--- config.mk ---
export PLATFORM = sky130hd
export DESIGN_NAME = quoted_delimiter_field_splitter
export DESIGN_NICKNAME = d
export VERILOG_FILES = /design/src/hdl/qdfs_pkg.sv /design/src/hdl/quoted_delimiter_field_splitter.sv /design/src/hdl/qdfs_step.sv /design/src/hdl/qdfs_res_queue.sv
export SDC_FILE = /design/constraint.sdc
export NUM_CORES = 1
export LEC_CHECK = 0
export BUFFER_PORTS_ARGS = -buffer_cell sky130_fd_sc_hd__buf_2
export CAP_MARGIN = 20
export CORE_ASPECT_RATIO = 1.25
export CORE_MARGIN = 3
export CORE_UTILIZATION = 49
export CTS_BUF_LIST = sky130_fd_sc_hd__clkbuf_16
export CTS_CLUSTER_SIZE = 28
export DETAILED_ROUTE_END_ITERATION = 10
export PLACE_DENSITY_LB_ADDON = 0.1
export SETUP_SLACK_MARGIN = 0.5
export SLEW_MARGIN = 5
export SYNTH_ARGS = -nofsm -noshare
export SYNTH_HDL_FRONTEND = slang
export SYNTH_SLANG_ARGS = --single-unit
--- constraint.sdc ---
create_clock -name i_clk -period 11.8 [get_ports i_clk]
set_input_delay 3.54 -clock i_clk [delete_from_list [all_inputs] [get_ports i_clk]]
set_output_delay 3.54 -clock i_clk [all_outputs]
set_load 0.01 [all_outputs]
--- src/hdl/qdfs_pkg.sv ---
// ----------------------------------------------------------------------------
// qdfs_pkg
// Types, constants and helpers shared by the quoted delimiter field splitter.
// ----------------------------------------------------------------------------
package qdfs_pkg;

    // Longest line tracked; byte positions and field starts stop here.
    localparam int MAX_LINE_LEN = 4096;
    localparam int POS_W        = 13;
    localparam int CNT_W        = 13;
    localparam int CFG_DATA_W   = 64;
    localparam int CFG_IDX_W    = 3;
    localparam int MAP_W        = 256;
    localparam int QUEUE_DEPTH  = 4;
    localparam int QPTR_W       = $clog2(QUEUE_DEPTH);
    localparam int QCNT_W       = $clog2(QUEUE_DEPTH + 1);

    localparam logic [POS_W-1:0] POS_MAX   = POS_W'(MAX_LINE_LEN);
    localparam logic [CNT_W-1:0] COUNT_MAX = {CNT_W{1'b1}};
    localparam logic [7:0]       QUOTE_BYTE = 8'h22;

    // Delimiter map reset: tab, LF, CR and space.
    localparam logic [MAP_W-1:0] MAP_RESET = {192'd0, 64'd4294977024};

    // Register indexes on the write port.
    localparam logic [CFG_IDX_W-1:0] REG_MAP_LOW    = 3'd0;
    localparam logic [CFG_IDX_W-1:0] REG_MAP_MID    = 3'd1;
    localparam logic [CFG_IDX_W-1:0] REG_MAP_HIGH   = 3'd2;
    localparam logic [CFG_IDX_W-1:0] REG_MAP_TOP    = 3'd3;
    localparam logic [CFG_IDX_W-1:0] REG_KEEP_EMPTY = 3'd4;
    localparam logic [CFG_IDX_W-1:0] REG_NO_QUOTES  = 3'd5;
    localparam logic [CFG_IDX_W-1:0] REG_EMIT_DELIM = 3'd6;

    typedef enum logic [1:0] {
        KIND_FIELD   = 2'd0,
        KIND_DELIM   = 2'd1,
        KIND_SUMMARY = 2'd2
    } t_kind;

    typedef struct packed {
        logic [MAP_W-1:0] delim_map;
        logic             keep_empty;
        logic             disable_quotes;
        logic             emit_delimiters;
    } t_cfg;

    typedef struct packed {
        logic             in_quote;
        logic [POS_W-1:0] field_start;
        logic [POS_W-1:0] byte_pos;
        logic [CNT_W-1:0] item_count;
        logic             overflow_seen;
    } t_line_state;

    typedef struct packed {
        t_kind            kind;
        logic [POS_W-1:0] item_start;
        logic [POS_W-1:0] item_length;
        logic [CNT_W-1:0] total_items;
        logic             overflow;
        logic             last;
    } t_result;

    // One queue entry: the results caused by one input, first in res0.
    typedef struct packed {
        t_result res0;
        t_result res1;
        logic    two;
    } t_entry;

    function automatic logic [CNT_W-1:0] sat_inc(input logic [CNT_W-1:0] v);
        sat_inc = (v == COUNT_MAX) ? v : v + CNT_W'(1);
    endfunction

endpackage

--- src/hdl/quoted_delimiter_field_splitter.sv ---
// ----------------------------------------------------------------------------
// quoted_delimiter_field_splitter
// Splits a byte stream of lines into fields on a configurable delimiter set,
// honouring double-quoted stretches, and reports a summary at end of line.
// ----------------------------------------------------------------------------
//  Channel   Direction  Handshake                      Contents
//  s_axis    in         tvalid/tready                  tdata: ch; tlast: end_of_line
//  m_axis    out        tvalid/tready                  tdata: start/length/total/ovf;
//                                                      tuser: kind; tlast: last
//  cfg       in         i_cfg_we (no back-pressure)    index + 64-bit data
//
//  One byte is taken every cycle while the result queue is not full. A byte
//  is registered, split once the queue has a free entry, and its results are
//  queued. A byte causes at most two results, and the output port moves one
//  per cycle while m_axis_tready is high, so the output handshake sets the
//  sustained rate. Reset is synchronous and clears the line state, the queue
//  and the configuration to its defaults. Back-pressure on m_axis fills the
//  queue, then holds the input register and drops s_axis_tready.
// ----------------------------------------------------------------------------
module quoted_delimiter_field_splitter (
    input  logic                              i_clk,
    input  logic                              i_rst_n,
    // Input stream
    input  logic                              s_axis_tvalid,
    output logic                              s_axis_tready,
    input  logic [7:0]                        s_axis_tdata,   // [7:0] ch
    input  logic                              s_axis_tlast,   // end_of_line
    // Result stream
    output logic                              m_axis_tvalid,
    input  logic                              m_axis_tready,
    // [12:0] item_start, [25:13] item_length, [38:26] total_items, [39] overflow
    output logic [39:0]                       m_axis_tdata,
    output logic [1:0]                        m_axis_tuser,   // [1:0] kind
    output logic                              m_axis_tlast,   // last
    // Configuration writes
    input  logic                              i_cfg_we,
    input  logic [qdfs_pkg::CFG_IDX_W-1:0]    i_cfg_index,
    input  logic [qdfs_pkg::CFG_DATA_W-1:0]   i_cfg_data
);
    import qdfs_pkg::*;

    // Input register
    logic        r_in_valid;
    logic [7:0]  r_ch;
    logic        r_eol;

    // Line state and configuration
    t_line_state r_state;
    t_line_state n_state;
    t_cfg        r_cfg;

    t_entry      step_entry;
    logic        step_push;
    logic        q_full;
    logic        advance;
    t_result     head;

    // Split the held byte once the queue has a free entry.
    assign advance       = r_in_valid && !q_full;
    assign s_axis_tready = !r_in_valid || advance;

    always_ff @(posedge i_clk) begin
        if (!i_rst_n) begin
            r_in_valid <= 1'b0;
        end else if (s_axis_tready) begin
            r_in_valid <= s_axis_tvalid;
        end
    end

    always_ff @(posedge i_clk) begin
        if (s_axis_tvalid && s_axis_tready) begin
            r_ch  <= s_axis_tdata;
            r_eol <= s_axis_tlast;
        end
    end

    qdfs_step u_step (
        .i_ch    (r_ch),
        .i_eol   (r_eol),
        .i_cfg   (r_cfg),
        .i_state (r_state),
        .o_state (n_state),
        .o_entry (step_entry),
        .o_push  (step_push)
    );

    // Commit the line state only when the byte is actually consumed.
    always_ff @(posedge i_clk) begin
        if (!i_rst_n) begin
            r_state <= '0;
        end else if (advance) begin
            r_state <= n_state;
        end
    end

    // Configuration: writes to unknown indexes are dropped.
    always_ff @(posedge i_clk) begin
        if (!i_rst_n) begin
            r_cfg <= '{delim_map: MAP_RESET, keep_empty: 1'b0,
                       disable_quotes: 1'b0, emit_delimiters: 1'b0};
        end else if (i_cfg_we) begin
            unique case (i_cfg_index)
                REG_MAP_LOW:    r_cfg.delim_map[63:0]    <= i_cfg_data;
                REG_MAP_MID:    r_cfg.delim_map[127:64]  <= i_cfg_data;
                REG_MAP_HIGH:   r_cfg.delim_map[191:128] <= i_cfg_data;
                REG_MAP_TOP:    r_cfg.delim_map[255:192] <= i_cfg_data;
                REG_KEEP_EMPTY: r_cfg.keep_empty         <= i_cfg_data[0];
                REG_NO_QUOTES:  r_cfg.disable_quotes     <= i_cfg_data[0];
                REG_EMIT_DELIM: r_cfg.emit_delimiters    <= i_cfg_data[0];
                default: ;
            endcase
        end
    end

    qdfs_res_queue u_queue (
        .i_clk   (i_clk),
        .i_rst_n (i_rst_n),
        .i_push  (advance && step_push),
        .i_entry (step_entry),
        .o_full  (q_full),
        .o_valid (m_axis_tvalid),
        .i_ready (m_axis_tready),
        .o_head  (head)
    );

    assign m_axis_tdata = {head.overflow, head.total_items, head.item_length,
                           head.item_start};
    assign m_axis_tuser = head.kind;
    assign m_axis_tlast = head.last;

    // ------------------------------------------------------------------------
    // Assertions
    // ------------------------------------------------------------------------
    a_pos_bounded: assert property (@(posedge i_clk) disable iff (!i_rst_n)
        r_state.byte_pos <= POS_MAX)
        else $error("byte position beyond line limit");

    a_start_le_pos: assert property (@(posedge i_clk) disable iff (!i_rst_n)
        r_state.field_start <= r_state.byte_pos)
        else $error("field start ahead of byte position");

    a_eol_clears: assert property (@(posedge i_clk) disable iff (!i_rst_n)
        (advance && r_eol) |=> (r_state.byte_pos == '0 && !r_state.in_quote
                                && r_state.item_count == '0))
        else $error("line state not cleared after end of line");

    a_summary_last: assert property (@(posedge i_clk) disable iff (!i_rst_n)
        (m_axis_tvalid && m_axis_tuser == KIND_SUMMARY) |-> m_axis_tlast)
        else $error("summary result without last");

endmodule

--- src/hdl/qdfs_step.sv ---
// ----------------------------------------------------------------------------
// qdfs_step
// Per-byte splitting logic: next line state and the results of one byte.
// ----------------------------------------------------------------------------
module qdfs_step (
    input  logic [7:0]           i_ch,
    input  logic                 i_eol,
    input  qdfs_pkg::t_cfg        i_cfg,
    input  qdfs_pkg::t_line_state i_state,
    output qdfs_pkg::t_line_state o_state,
    output qdfs_pkg::t_entry      o_entry,
    output logic                 o_push
);
    import qdfs_pkg::*;

    logic             is_delim;
    logic             pos_sat;
    logic [POS_W-1:0] pos;
    logic [POS_W-1:0] next_pos;
    logic [POS_W-1:0] len_eol;
    logic [POS_W-1:0] len_del;
    logic             ovf_now;
    logic             split;
    logic             field_eol;
    logic             field_del;
    logic             emit_d;
    logic [CNT_W-1:0] cnt_eol;
    logic [CNT_W-1:0] cnt_f;
    logic [CNT_W-1:0] cnt_fd;
    t_result          res_field;
    t_result          res_delim;
    t_result          res_sum;

    assign is_delim  = i_cfg.delim_map[i_ch];
    assign pos_sat   = (i_state.byte_pos >= POS_MAX);
    assign pos       = pos_sat ? POS_MAX : i_state.byte_pos;
    assign next_pos  = (pos == POS_MAX) ? POS_MAX : pos + POS_W'(1);
    assign len_eol   = i_state.byte_pos - i_state.field_start;
    assign len_del   = pos - i_state.field_start;
    assign ovf_now   = i_state.overflow_seen | pos_sat;
    assign split     = !i_state.in_quote && is_delim;
    assign field_eol = i_cfg.keep_empty || (len_eol != '0);
    assign field_del = i_cfg.keep_empty || (len_del != '0);
    assign emit_d    = i_cfg.emit_delimiters;

    assign cnt_eol = field_eol ? sat_inc(i_state.item_count) : i_state.item_count;
    assign cnt_f   = field_del ? sat_inc(i_state.item_count) : i_state.item_count;
    assign cnt_fd  = emit_d ? sat_inc(cnt_f) : cnt_f;

    always_comb begin
        res_field = '{kind: KIND_FIELD, item_start: i_state.field_start,
                      item_length: (i_eol ? len_eol : len_del), total_items: '0,
                      overflow: (i_eol ? i_state.overflow_seen : ovf_now),
                      last: (i_eol ? 1'b0 : !emit_d)};
        res_delim = '{kind: KIND_DELIM, item_start: pos, item_length: POS_W'(1),
                      total_items: '0, overflow: ovf_now, last: 1'b1};
        res_sum   = '{kind: KIND_SUMMARY, item_start: '0,
                      item_length: i_state.byte_pos, total_items: cnt_eol,
                      overflow: i_state.overflow_seen, last: 1'b1};

        o_state = i_state;
        o_entry = '{res0: res_field, res1: res_delim, two: 1'b0};
        o_push  = 1'b0;

        if (i_eol) begin
            o_state = '0;
            o_push  = 1'b1;
            if (field_eol) begin
                o_entry = '{res0: res_field, res1: res_sum, two: 1'b1};
            end else begin
                o_entry = '{res0: res_sum, res1: res_sum, two: 1'b0};
            end
        end else begin
            o_state.byte_pos      = next_pos;
            o_state.overflow_seen = ovf_now;
            if (split) begin
                o_state.field_start = next_pos;
                o_state.item_count  = cnt_fd;
                o_push              = field_del || emit_d;
                if (field_del) begin
                    o_entry = '{res0: res_field, res1: res_delim, two: emit_d};
                end else begin
                    o_entry = '{res0: res_delim, res1: res_delim, two: 1'b0};
                end
            end else if (!i_state.in_quote) begin
                if (!i_cfg.disable_quotes && (i_ch == QUOTE_BYTE)) begin
                    o_state.in_quote = 1'b1;
                end
            end else if (i_ch == QUOTE_BYTE) begin
                o_state.in_quote = 1'b0;
            end
        end
    end

endmodule

--- src/hdl/qdfs_res_queue.sv ---
// ----------------------------------------------------------------------------
// qdfs_res_queue
// Result queue: takes one entry of one or two results, hands out one a cycle on i_ready.
// ----------------------------------------------------------------------------
module qdfs_res_queue (
    input  logic              i_clk,
    input  logic              i_rst_n,
    input  logic              i_push,
    input  qdfs_pkg::t_entry  i_entry,
    output logic              o_full,
    output logic              o_valid,
    input  logic              i_ready,
    output qdfs_pkg::t_result o_head
);
    import qdfs_pkg::*;

    t_entry            r_mem [QUEUE_DEPTH];
    logic [QPTR_W-1:0] r_wr_ptr;
    logic [QPTR_W-1:0] r_rd_ptr;
    logic [QCNT_W-1:0] r_count;
    logic              r_half;
    logic [QCNT_W-1:0] n_count;
    t_entry            head_entry;
    logic              fire;
    logic              deq;

    assign head_entry = r_mem[r_rd_ptr];
    assign o_valid    = (r_count != '0);
    assign o_full     = (r_count == QCNT_W'(QUEUE_DEPTH));
    assign o_head     = r_half ? head_entry.res1 : head_entry.res0;
    assign fire       = o_valid && i_ready;
    // Dequeue once the second half of a pair has gone, or after a single.
    assign deq        = fire && (r_half || !head_entry.two);

    always_comb begin
        n_count = r_count;
        if (i_push && !deq) begin
            n_count = r_count + QCNT_W'(1);
        end else if (!i_push && deq) begin
            n_count = r_count - QCNT_W'(1);
        end
    end

    always_ff @(posedge i_clk) begin
        if (i_push) begin
            r_mem[r_wr_ptr] <= i_entry;
        end
    end

    always_ff @(posedge i_clk) begin
        if (!i_rst_n) begin
            r_wr_ptr <= '0;
            r_rd_ptr <= '0;
            r_count  <= '0;
            r_half   <= 1'b0;
        end else begin
            r_count <= n_count;
            if (i_push) begin
                r_wr_ptr <= r_wr_ptr + QPTR_W'(1);
            end
            if (deq) begin
                r_rd_ptr <= r_rd_ptr + QPTR_W'(1);
                r_half   <= 1'b0;
            end else if (fire) begin
                r_half <= 1'b1;
            end
        end
    end

endmodule

Word-level counts from Yosys, hierarchy flattened. Memory sizes are Yosys's and may differ from the RTL's. A register that Yosys moved wholly into a read port is not among the register bits. Cells that the tools add are included.

$add $sub $neg: 9. $lt $le $gt $ge: 2. Equal/unequal tests: 12. Multiplexer cells: 32. Bitwise logic cells: 2. Reduce and logical (&&, ||, !) cells: 38.

Operators by type and width (number): $mux 87 (2); $mux 86 (2); $mux 13 (10); $mux 43 (1); $mux 41 (1); $add 13x1->13 const B (3); $eq 13x13->1 const B (3); $reduce_bool 13->1 (2); $sub 13x13->13 (2); $reduce_and 2->1 (9); $ge 13x13->1 const B (1); $eq 3x3->1 const B (4); $mux 1 (11); $logic_and 1x1->1 (9); $lt 8x9->1 const B (1); $bmux 1 s8 (1); $eq 8x6->1 const B (1); $logic_not 1->1 (8); $eq 3x2->1 const B (2); $mux 3 (2); $logic_or 1x1->1 (5); $add 2x1->2 const B (2); $mux 2 (2); $reduce_bool 2->1 (2); other kinds (9) (9).

Register bits after elaboration: 318. Bits in writable memories: 348. Input bits: 81. Output and inout port bits: 45. Logic and storage cells: 115. Memories: 1.

Memories: u_queue.r_mem (words 4, bits a word 87, rd ports 1, clocked after Yosys merged registers in 1, wr ports 1, RTL line qdfs_res_queue.sv:17) `t_entry r_mem [QUEUE_DEPTH];`.

Depth between registers and ports, before layout. Gate-level depths: netlist (run 1).

Depth in word-level cells: 13. Gate-level depth with buffers: 21. Mapped depth without buffers: 19.

Modules after synthesis. From an unflattened synthesis (run 1), not the netlist that was laid out.

Cell total of the unflattened synthesis: 2511. Area, all modules: 30536.8 µm².

By module, submodules not included: qdfs_res_queue (times used 1, cells an instance 557, area each 13610.6 µm², seq. area each 10650.2 µm²); quoted_delimiter_field_splitter (times used 1, cells an instance 1136, area each 10510.1 µm², seq. area each 6296.0 µm²); qdfs_step (times used 1, cells an instance 818, area each 6416.2 µm², seq. area each 0.0 µm²).

Least setup slack after synthesis (run 1). OpenSTA, ideal clock, no wires.

Path type: flip-flop to output port. From: register with a tool-made name. To: output m_axis_tdata[10]. Arrival time: 2.159 ns. Required time: 8.260 ns. Slack: 6.101 ns. Stages on the path, launching flop included: 7. Path buffers: 3. Path through: dfxtp_1 clkbuf_1 buf_1 buf_1 mux4_2 nand2_1 nand2_1.

RTL lines: to (decl) (RTL line quoted_delimiter_field_splitter.sv:32) `output logic [39:0] m_axis_tdata,`.

==> impl_metrics.py, run 1 <==
metrics = {
    "status": {
        "status": "finished clean",
    },
    "layout": {
        "final_nets": 2842,
        "register_area_mm2": 0.0168,
        "design_area_mm2": 0.0342,
        "drive_gt1_share_pct": 17.1,
        "areaGrowthSynthToFinish_pct": 11.7,
        "multiInputGateArea_mm2": 0.0129,
        "fill_cells": 5228,
    },
    "floorplan": {
        "fp-row-count": 101,
        "io_pins": 126,
        "die_w_um": 230,
        "die_y_um": 286,
        "initial_utilization_pct": 50.0,
        "coreArea_mm2": 0.0613,
        "die-area_mm2": 0.0656,
    },
    "yosys": {
        "synth.cell_area_mm2": 0.0306,
        "synth_nets": 2794,
        "synth_cell_type_count": 102,
        "synth_area_per_cell_um2": 11.4,
        "synth-edff-count": 353,
        "synthXorXnorAreaFrac_pct": 1.00,
        "synth.area.top_cells": "edfxtp_1 (35%), dfxtp_1 (20%), mux4_2 (12%)",
        "async_flop_share_pct": 0,
        "yosysSeqAreaShare_pct": 54.9,
        "yosys_warnings": 0,
        "synth_top_area_share_pct": 34.6,
        "synth_fa_ha_area_share_pct": 1.47,
        "netlist_instances": 2679,
        "synth_seq_cells": 664,
        "synth_top_area_cell": "edfxtp_1",
        "synth_top_family_by_area": "simple AND/OR/NAND/NOR gates",
        "muxShareOfSynthArea_pct": 13.2,
        "synth_compound_area_share_pct": 11.6,
        "synth_ff_type": "edfxtp_1",
        "synth-simple-area-share_pct": 14.7,
    },
    "worst_hold_path": {
        "min_path_type": "flip-flop to flip-flop",
        "hold_start": "r_cfg[69]",
        "worstHoldPathCells": 2,
        "hold-path-endpoint": "r_cfg[69]",
    },
    "worst_setup_path": {
        "path_class": "flip-flop to primary output",
        "end_kind": "primary output",
        "worst-path-max-fanout": 47,
        "arrival_ps": 3390,
        "r2r_end": "r_state[3]",
        "critPathRequiredTime_ps": 8260,
        "reg2reg_slack_ps": 5450,
        "startpoint_type": "flip-flop",
        "worstRegToRegCells": 19,
        "reg2reg_from": "r_state[26]",
    },
    "clocking": {
        "clock_path_buffers": 3,
        "hold_buffers": 0,
        "h-tree-depth": 3,
        "cts_num_sinks": 664,
        "cts_tree": "built",
        "post_cts_resized": 0,
        "cts_buffers": 68,
        "root_buffer": "clkbuf_16",
        "worstSkewPairLatency_ps": 600,
        "path_clk_slew_ps": 60,
        "post_cts_buffers": 0,
    },
    "placement": {
        "place_area_mm2": 0.0319,
        "dp_hpwl_mm": 48.8,
        "globalplace.congestion": 0.884,
        "post-place-ws_ps": 5360,
        "port_buffers": 125,
    },
    "grt": {
        "grt_start_max_net_pins": 118,
        "grt_overflow_total": 0,
        "grt_pass1_vias": 20800,
        "track_usage_pct": 22.9,
        "grt_pass1_wl_mm": 119,
        "antenna_found_initial": 13,
    },
    "sta": {
        "final.period_utilization_pct": 58.7,
        "fin_skew_ps": 17.0,
        "min_period_ps": 6930,
        "tns_ps": 0,
        "finalHoldViolCount": 0,
        "setup_viol": 0,
        "max_slew_margin_pct": 29.8,
        "fmax_mhz": 144,
        "rsz0062_at_grt": "false",
        "tightest_slew_ps": 1030,
        "final_max_slew_viol_count": 0,
        "fin_ws_ps": 4870,
        "holdWs_ps": 462,
    },
    "power_and_ir_drop": {
        "max-vdd-ir-drop_mv": 0.107,
        "seqPwrFrac_pct": 44.5,
        "p_switching_uw": 1540,
        "p_int_uw": 4310,
        "power.total_uw": 5850,
        "power.leakage_uw": 0.0116,
        "power_density_mw_per_mm2": 171,
        "switching_share_pct": 26.3,
        "power_frac_clock_pct": 38.7,
        "combPwrFrac_pct": 16.8,
    },
    "route": {
        "via_per_inst": 5.68,
        "dr.pass1.iters": 5,
        "vias": 20500,
        "drt_first_iter_violations": 1329,
        "wl_mm": 74.7,
        "drtAntennaViolNets": 0,
        "drc": 0,
        "wl_per_cell_um": 20.7,
    },
    "job": {
        "max_cap_viol_count": 0,
    },
}
## placed cells by master (no fill, tap or decap), types with 9 or more instances in the layout
cell type  count
clkbuf_16     68
nand3_1       34
and3_1        13
and2_1        35
buf_2        124
xnor2_1       25
nor2_1        77
dfxtp_1      308
nand4_1       12
a21oi_1       43
nor2b_1       29
clkinv_2      10
inv_1         59
o21ai_1       11
clkinv_1      12
ha_1          32
nor3_1        29
edfxtp_1     353
mux2i_1       42
bufinv_16     14
o21a_1        11
buf_4         32
mux4_2       159
or3_1         21
nand2_1      721
o21ai_0       40
a31oi_1        9
a21boi_0     266
## sequential cells by signal (all words and copies together) (netlist names), named ones only
name and cells:
u_queue.r_mem 344, r_cfg 259, r_state 41, r_ch 8, u_queue.r_count 3, u_queue.r_rd_ptr 2
u_queue.r_wr_ptr 2, r_eol 1, r_in_valid 1, u_queue.r_half 1
## per-stage QoR
step                      utilization [%]  instances
after floorplan                         -       2679
after global placement               51.9       3480
after detailed placement             52.0       3481
after CTS                            55.8       3602
after global routing                 55.8       3605
final                                55.8       3609
## area by class of cell
class	instances	share of cell area (%)
clock buffer	68	4.97
multi-input combinational	1782	37.7
antenna	7	0.0512
sequential	664	49.2
tap	824	3.01
inverter	53	0.581
timing repair buffer	158	2.63
clock inverter	53	1.88
## layer usage
metal | up-vias | share of wire [%] | GRT usage [%]
li1 | 9734 | - | -
met1 | 10200 | 42 | 29.4
met2 | 418 | 51 | 40.6
met3 | 95 | 4.4 | 3.61
met4 | 12 | 1.8 | 5.68
met5 | - | 0.10 | 0
## critical path: stages (launching register included)
cell and delay [ps]:
dfxtp_4 910, buf_4 830, mux4_2 590, nand2_1 80, nand2_1 110, buf_2 150
## power groups by stage
stage          registers (uW)  clock network [uW]  logic, uW
3_5_place_dp             2660                   0       1000
2_1_floorplan            2610                   0        711
5_1_grt                  2620                2410       1080
4_1_cts                  2610                2320       1000
3_3_place_gp             2650                   0        985
6_report                 2600                2260        985
## worst max path at each step
stage / startpoint / endpoint / slack [ps] / cells after the start
floorplan: flip-flop / m_axis_tdata[10] / 6100 / 6
global placement: flip-flop / m_axis_tdata[6] / 5350 / 5
detailed placement: flip-flop / m_axis_tdata[2] / 5360 / 5
CTS: flip-flop / m_axis_tdata[2] / 4710 / 5
global route: flip-flop / m_axis_tdata[6] / 4530 / 5
finish: flip-flop / m_axis_tdata[6] / 4870 / 5
## synth_stat cells (all sizes together) (36+ instances only)
| cell | number |
|---|---|
| nand2 | 725 |
| edfxtp | 353 |
| dfxtp | 311 |
| a21boi | 267 |
| mux4 | 159 |
| clkbuf | 140 |
| nor2 | 77 |
| o21ai | 53 |
| inv | 51 |
| a21oi | 44 |
| mux2i | 43 |
| and2 | 41 |
| buf | 40 |
| nand3 | 36 |
## kinds of logic (layout without fill, tap and decap cells)
family | Yosys count | count (layout)
other | 0 | 7
and+or+nand+nor | 1035 | 1035
AOI/OAI and AO/OA | 475 | 475
xor gates and xnor gates | 33 | 33
adders and majority gates | 35 | 35
buffers and inverters | 233 | 332
DFF | 664 | 664
muxes | 204 | 204
(Power assumes the default switching activity.)
==> inputs of run 2 (changes only) <==
==> constraint.sdc (replaced) <==
create_clock -name i_clk -period 6 [get_ports i_clk]
set_input_delay 1.8 -clock i_clk [delete_from_list [all_inputs] [get_ports i_clk]]
set_output_delay 1.8 -clock i_clk [all_outputs]
set_load 0.01 [all_outputs]
==> run 2 against run 1 <==
Against the previous run: clock skew up 9.6 ps; non-clock buffer count increased by 28; combinational power increased by 100%; die area did not move; via count grew 2.1%; hold slack better by 2.2 ps; critical path type is now flip-flop to flip-flop; critical endpoint is now r_state[5]; largest power group unchanged.
==> impl_metrics.py, run 2 (synthesis results as in run 1) <==
metrics = {
    "status": {
        "status": "finished clean",
    },
    "grt": {
        "track_usage_pct": 23.5,
        "grt_pass1_wl_mm": 121,
        "antenna_found_initial": 6,
        "grt_overflow_total": 0,
        "grt_start_max_net_pins": 169,
        "grt_pass1_vias": 20900,
    },
    "route": {
        "drc": 0,
        "via_per_inst": 5.76,
        "drtAntennaViolNets": 0,
        "wl_mm": 77.4,
        "drt_first_iter_violations": 1348,
        "dr.pass1.iters": 5,
        "vias": 20900,
        "wl_per_cell_um": 21.3,
    },
    "placement": {
        "port_buffers": 125,
        "dp_hpwl_mm": 51.7,
        "globalplace.congestion": 0.930,
    },
    "sta": {
        "final.period_utilization_pct": 85.6,
        "tns_ps": 0,
        "setup_viol": 0,
        "finalHoldViolCount": 0,
        "fmax_mhz": 195,
        "final_max_slew_viol_count": 0,
        "rsz0062_at_grt": "false",
        "min_period_ps": 5140,
        "tightest_slew_ps": 1100,
        "fin_skew_ps": 26.6,
        "max_slew_margin_pct": 26.7,
    },
    "clocking": {
        "post_cts_resized": 0,
        "worstSkewPairLatency_ps": 610,
        "root_buffer": "clkbuf_16",
        "cts_num_sinks": 664,
        "h-tree-depth": 3,
        "path_clk_slew_ps": 70,
        "clock_path_buffers": 3,
        "cts_buffers": 68,
        "cts_tree": "built",
    },
    "floorplan": {
        "initial_utilization_pct": 50.0,
        "coreArea_mm2": 0.0613,
        "die_w_um": 230,
        "die_y_um": 286,
        "die-area_mm2": 0.0656,
        "io_pins": 126,
        "fp-row-count": 101,
    },
    "power_and_ir_drop": {
        "power.total_uw": 11400,
        "power.leakage_uw": 0.0117,
        "combPwrFrac_pct": 17.4,
        "max-vdd-ir-drop_mv": 0.207,
        "switching_share_pct": 26.9,
        "p_int_uw": 8330,
        "power_density_mw_per_mm2": 331,
        "seqPwrFrac_pct": 45.1,
        "p_switching_uw": 3060,
        "power_frac_clock_pct": 37.6,
    },
    "layout": {
        "final_nets": 2870,
        "final_common_cell": "nand2_1",
        "largest_reg_flops": 344,
        "drive_gt1_share_pct": 17.9,
        "reg.largest.list": "u_queue.r_mem (344), r_cfg (259), r_state (41)",
        "multiInputGateArea_mm2": 0.0129,
        "largest_register": "u_queue.r_mem",
        "fill_cells": 5190,
        "final_cell_mix": "nand2_1 (721), edfxtp_1 (353), dfxtp_1 (308)",
        "areaGrowthSynthToFinish_pct": 12.3,
        "register_area_mm2": 0.0168,
    },
    "job": {
        "max_cap_viol_count": 0,
    },
    "worst_hold_path": {
        "min_path_type": "flip-flop to flip-flop",
        "worstHoldPathCells": 2,
    },
    "worst_setup_path": {
        "end_kind": "flip-flop",
        "worst-path-max-fanout": 13,
        "arrival_ps": 5620,
        "critPathRequiredTime_ps": 6480,
        "path_class": "flip-flop to flip-flop",
        "startpoint_type": "flip-flop",
        "worstRegToRegCells": 17,
    },
}
[run 2: cell types whose count changed in the layout (fill, tap and decap cells not counted), moves of 3 or more]
| cell | before | now |
|---|---|---|
| inv_6 | 3 | 7 |
| bufinv_16 | 14 | 8 |
| buf_12 | 0 | 7 |
| buf_4 | 32 | 54 |
| diode_2 | 7 | 1 |
| clkbuf_16 | 68 | 71 |
[run 2: critical path, stage by stage, from the launching register on]
cell and delay, ps:
dfxtp_1 320, inv_1 220, nand2_1 260, ha_1 270, inv_1 60, ha_1 230, or3_4 350, o22ai_1 220
xnor2_1 150, a2111oi_4 390, o2111ai_2 210, nor4_4 730, o211ai_2 210, a221oi_4 620, a31oi_4 220, a22oi_1 250
mux2i_1 200, o21ai_1 80
[run 2: cell type report]
type / count / share of cell area, %
multi-input cells: 1782 / 37.5
repair buffers: 186 / 3.42
flip-flops and latches: 664 / 48.9
inverters: 53 / 0.578
clock buffers: 71 / 5.16
clock inverters: 52 / 1.39
diodes: 1 / 0.00727
well taps: 824 / 3.00
[run 2: metal layers]
layer,wire length (um),GRT usage (%),up-vias,share of wire [%]
met5,57,0,-,0.074
met3,4100,4.27,126,5.3
met4,1530,6.32,10,2.0
met2,40500,42.4,576,52
li1,-,-,9790,-
met1,31300,29.2,10400,40
[run 2: stage by stage]
stage                     instance area (um2)  hold WS (ps)  std cells  util [%]  worst slack, ps
after detailed placement                32000           457       3498      52.3              725
after CTS                               34300           465       3621      56.0              713
final                                   34400           464       3633      56.1              865
after global routing                    34400           482       3632      56.1              531
after floorplan                         30600           435       2679         -             1250
after global placement                  32000           446       3498      52.3              827
[run 2: power by group through the flow]
stage	sequential, uW	clock, uW	combinational, uW
floorplan	5120	0	1400
global placement	5240	0	1980
detailed placement	5250	0	2000
CTS	5150	4390	2010
global route	5160	4570	2170
finish	5130	4280	1980
[run 2: worst paths after layout]
| kind | slack, ps | from | to |
|---|---|---|---|
| worst max register to register | 860 | r_state[26] | r_state[5] |
| worst min register to register | 460 | r_cfg[209] | r_cfg[209] |
| worst max-delay path | 860 | r_state[26] | r_state[5] |
| worst min-delay path | 460 | r_cfg[209] | r_cfg[209] |
[run 2: what timing repair did]
action | 4_1_cts | 5_1_grt
hold buffers | 0 | 0
hold endpoints to repair | 0 | 0
endpoints found under the setup margin | 0 | 72
setup buffers | 0 | 11
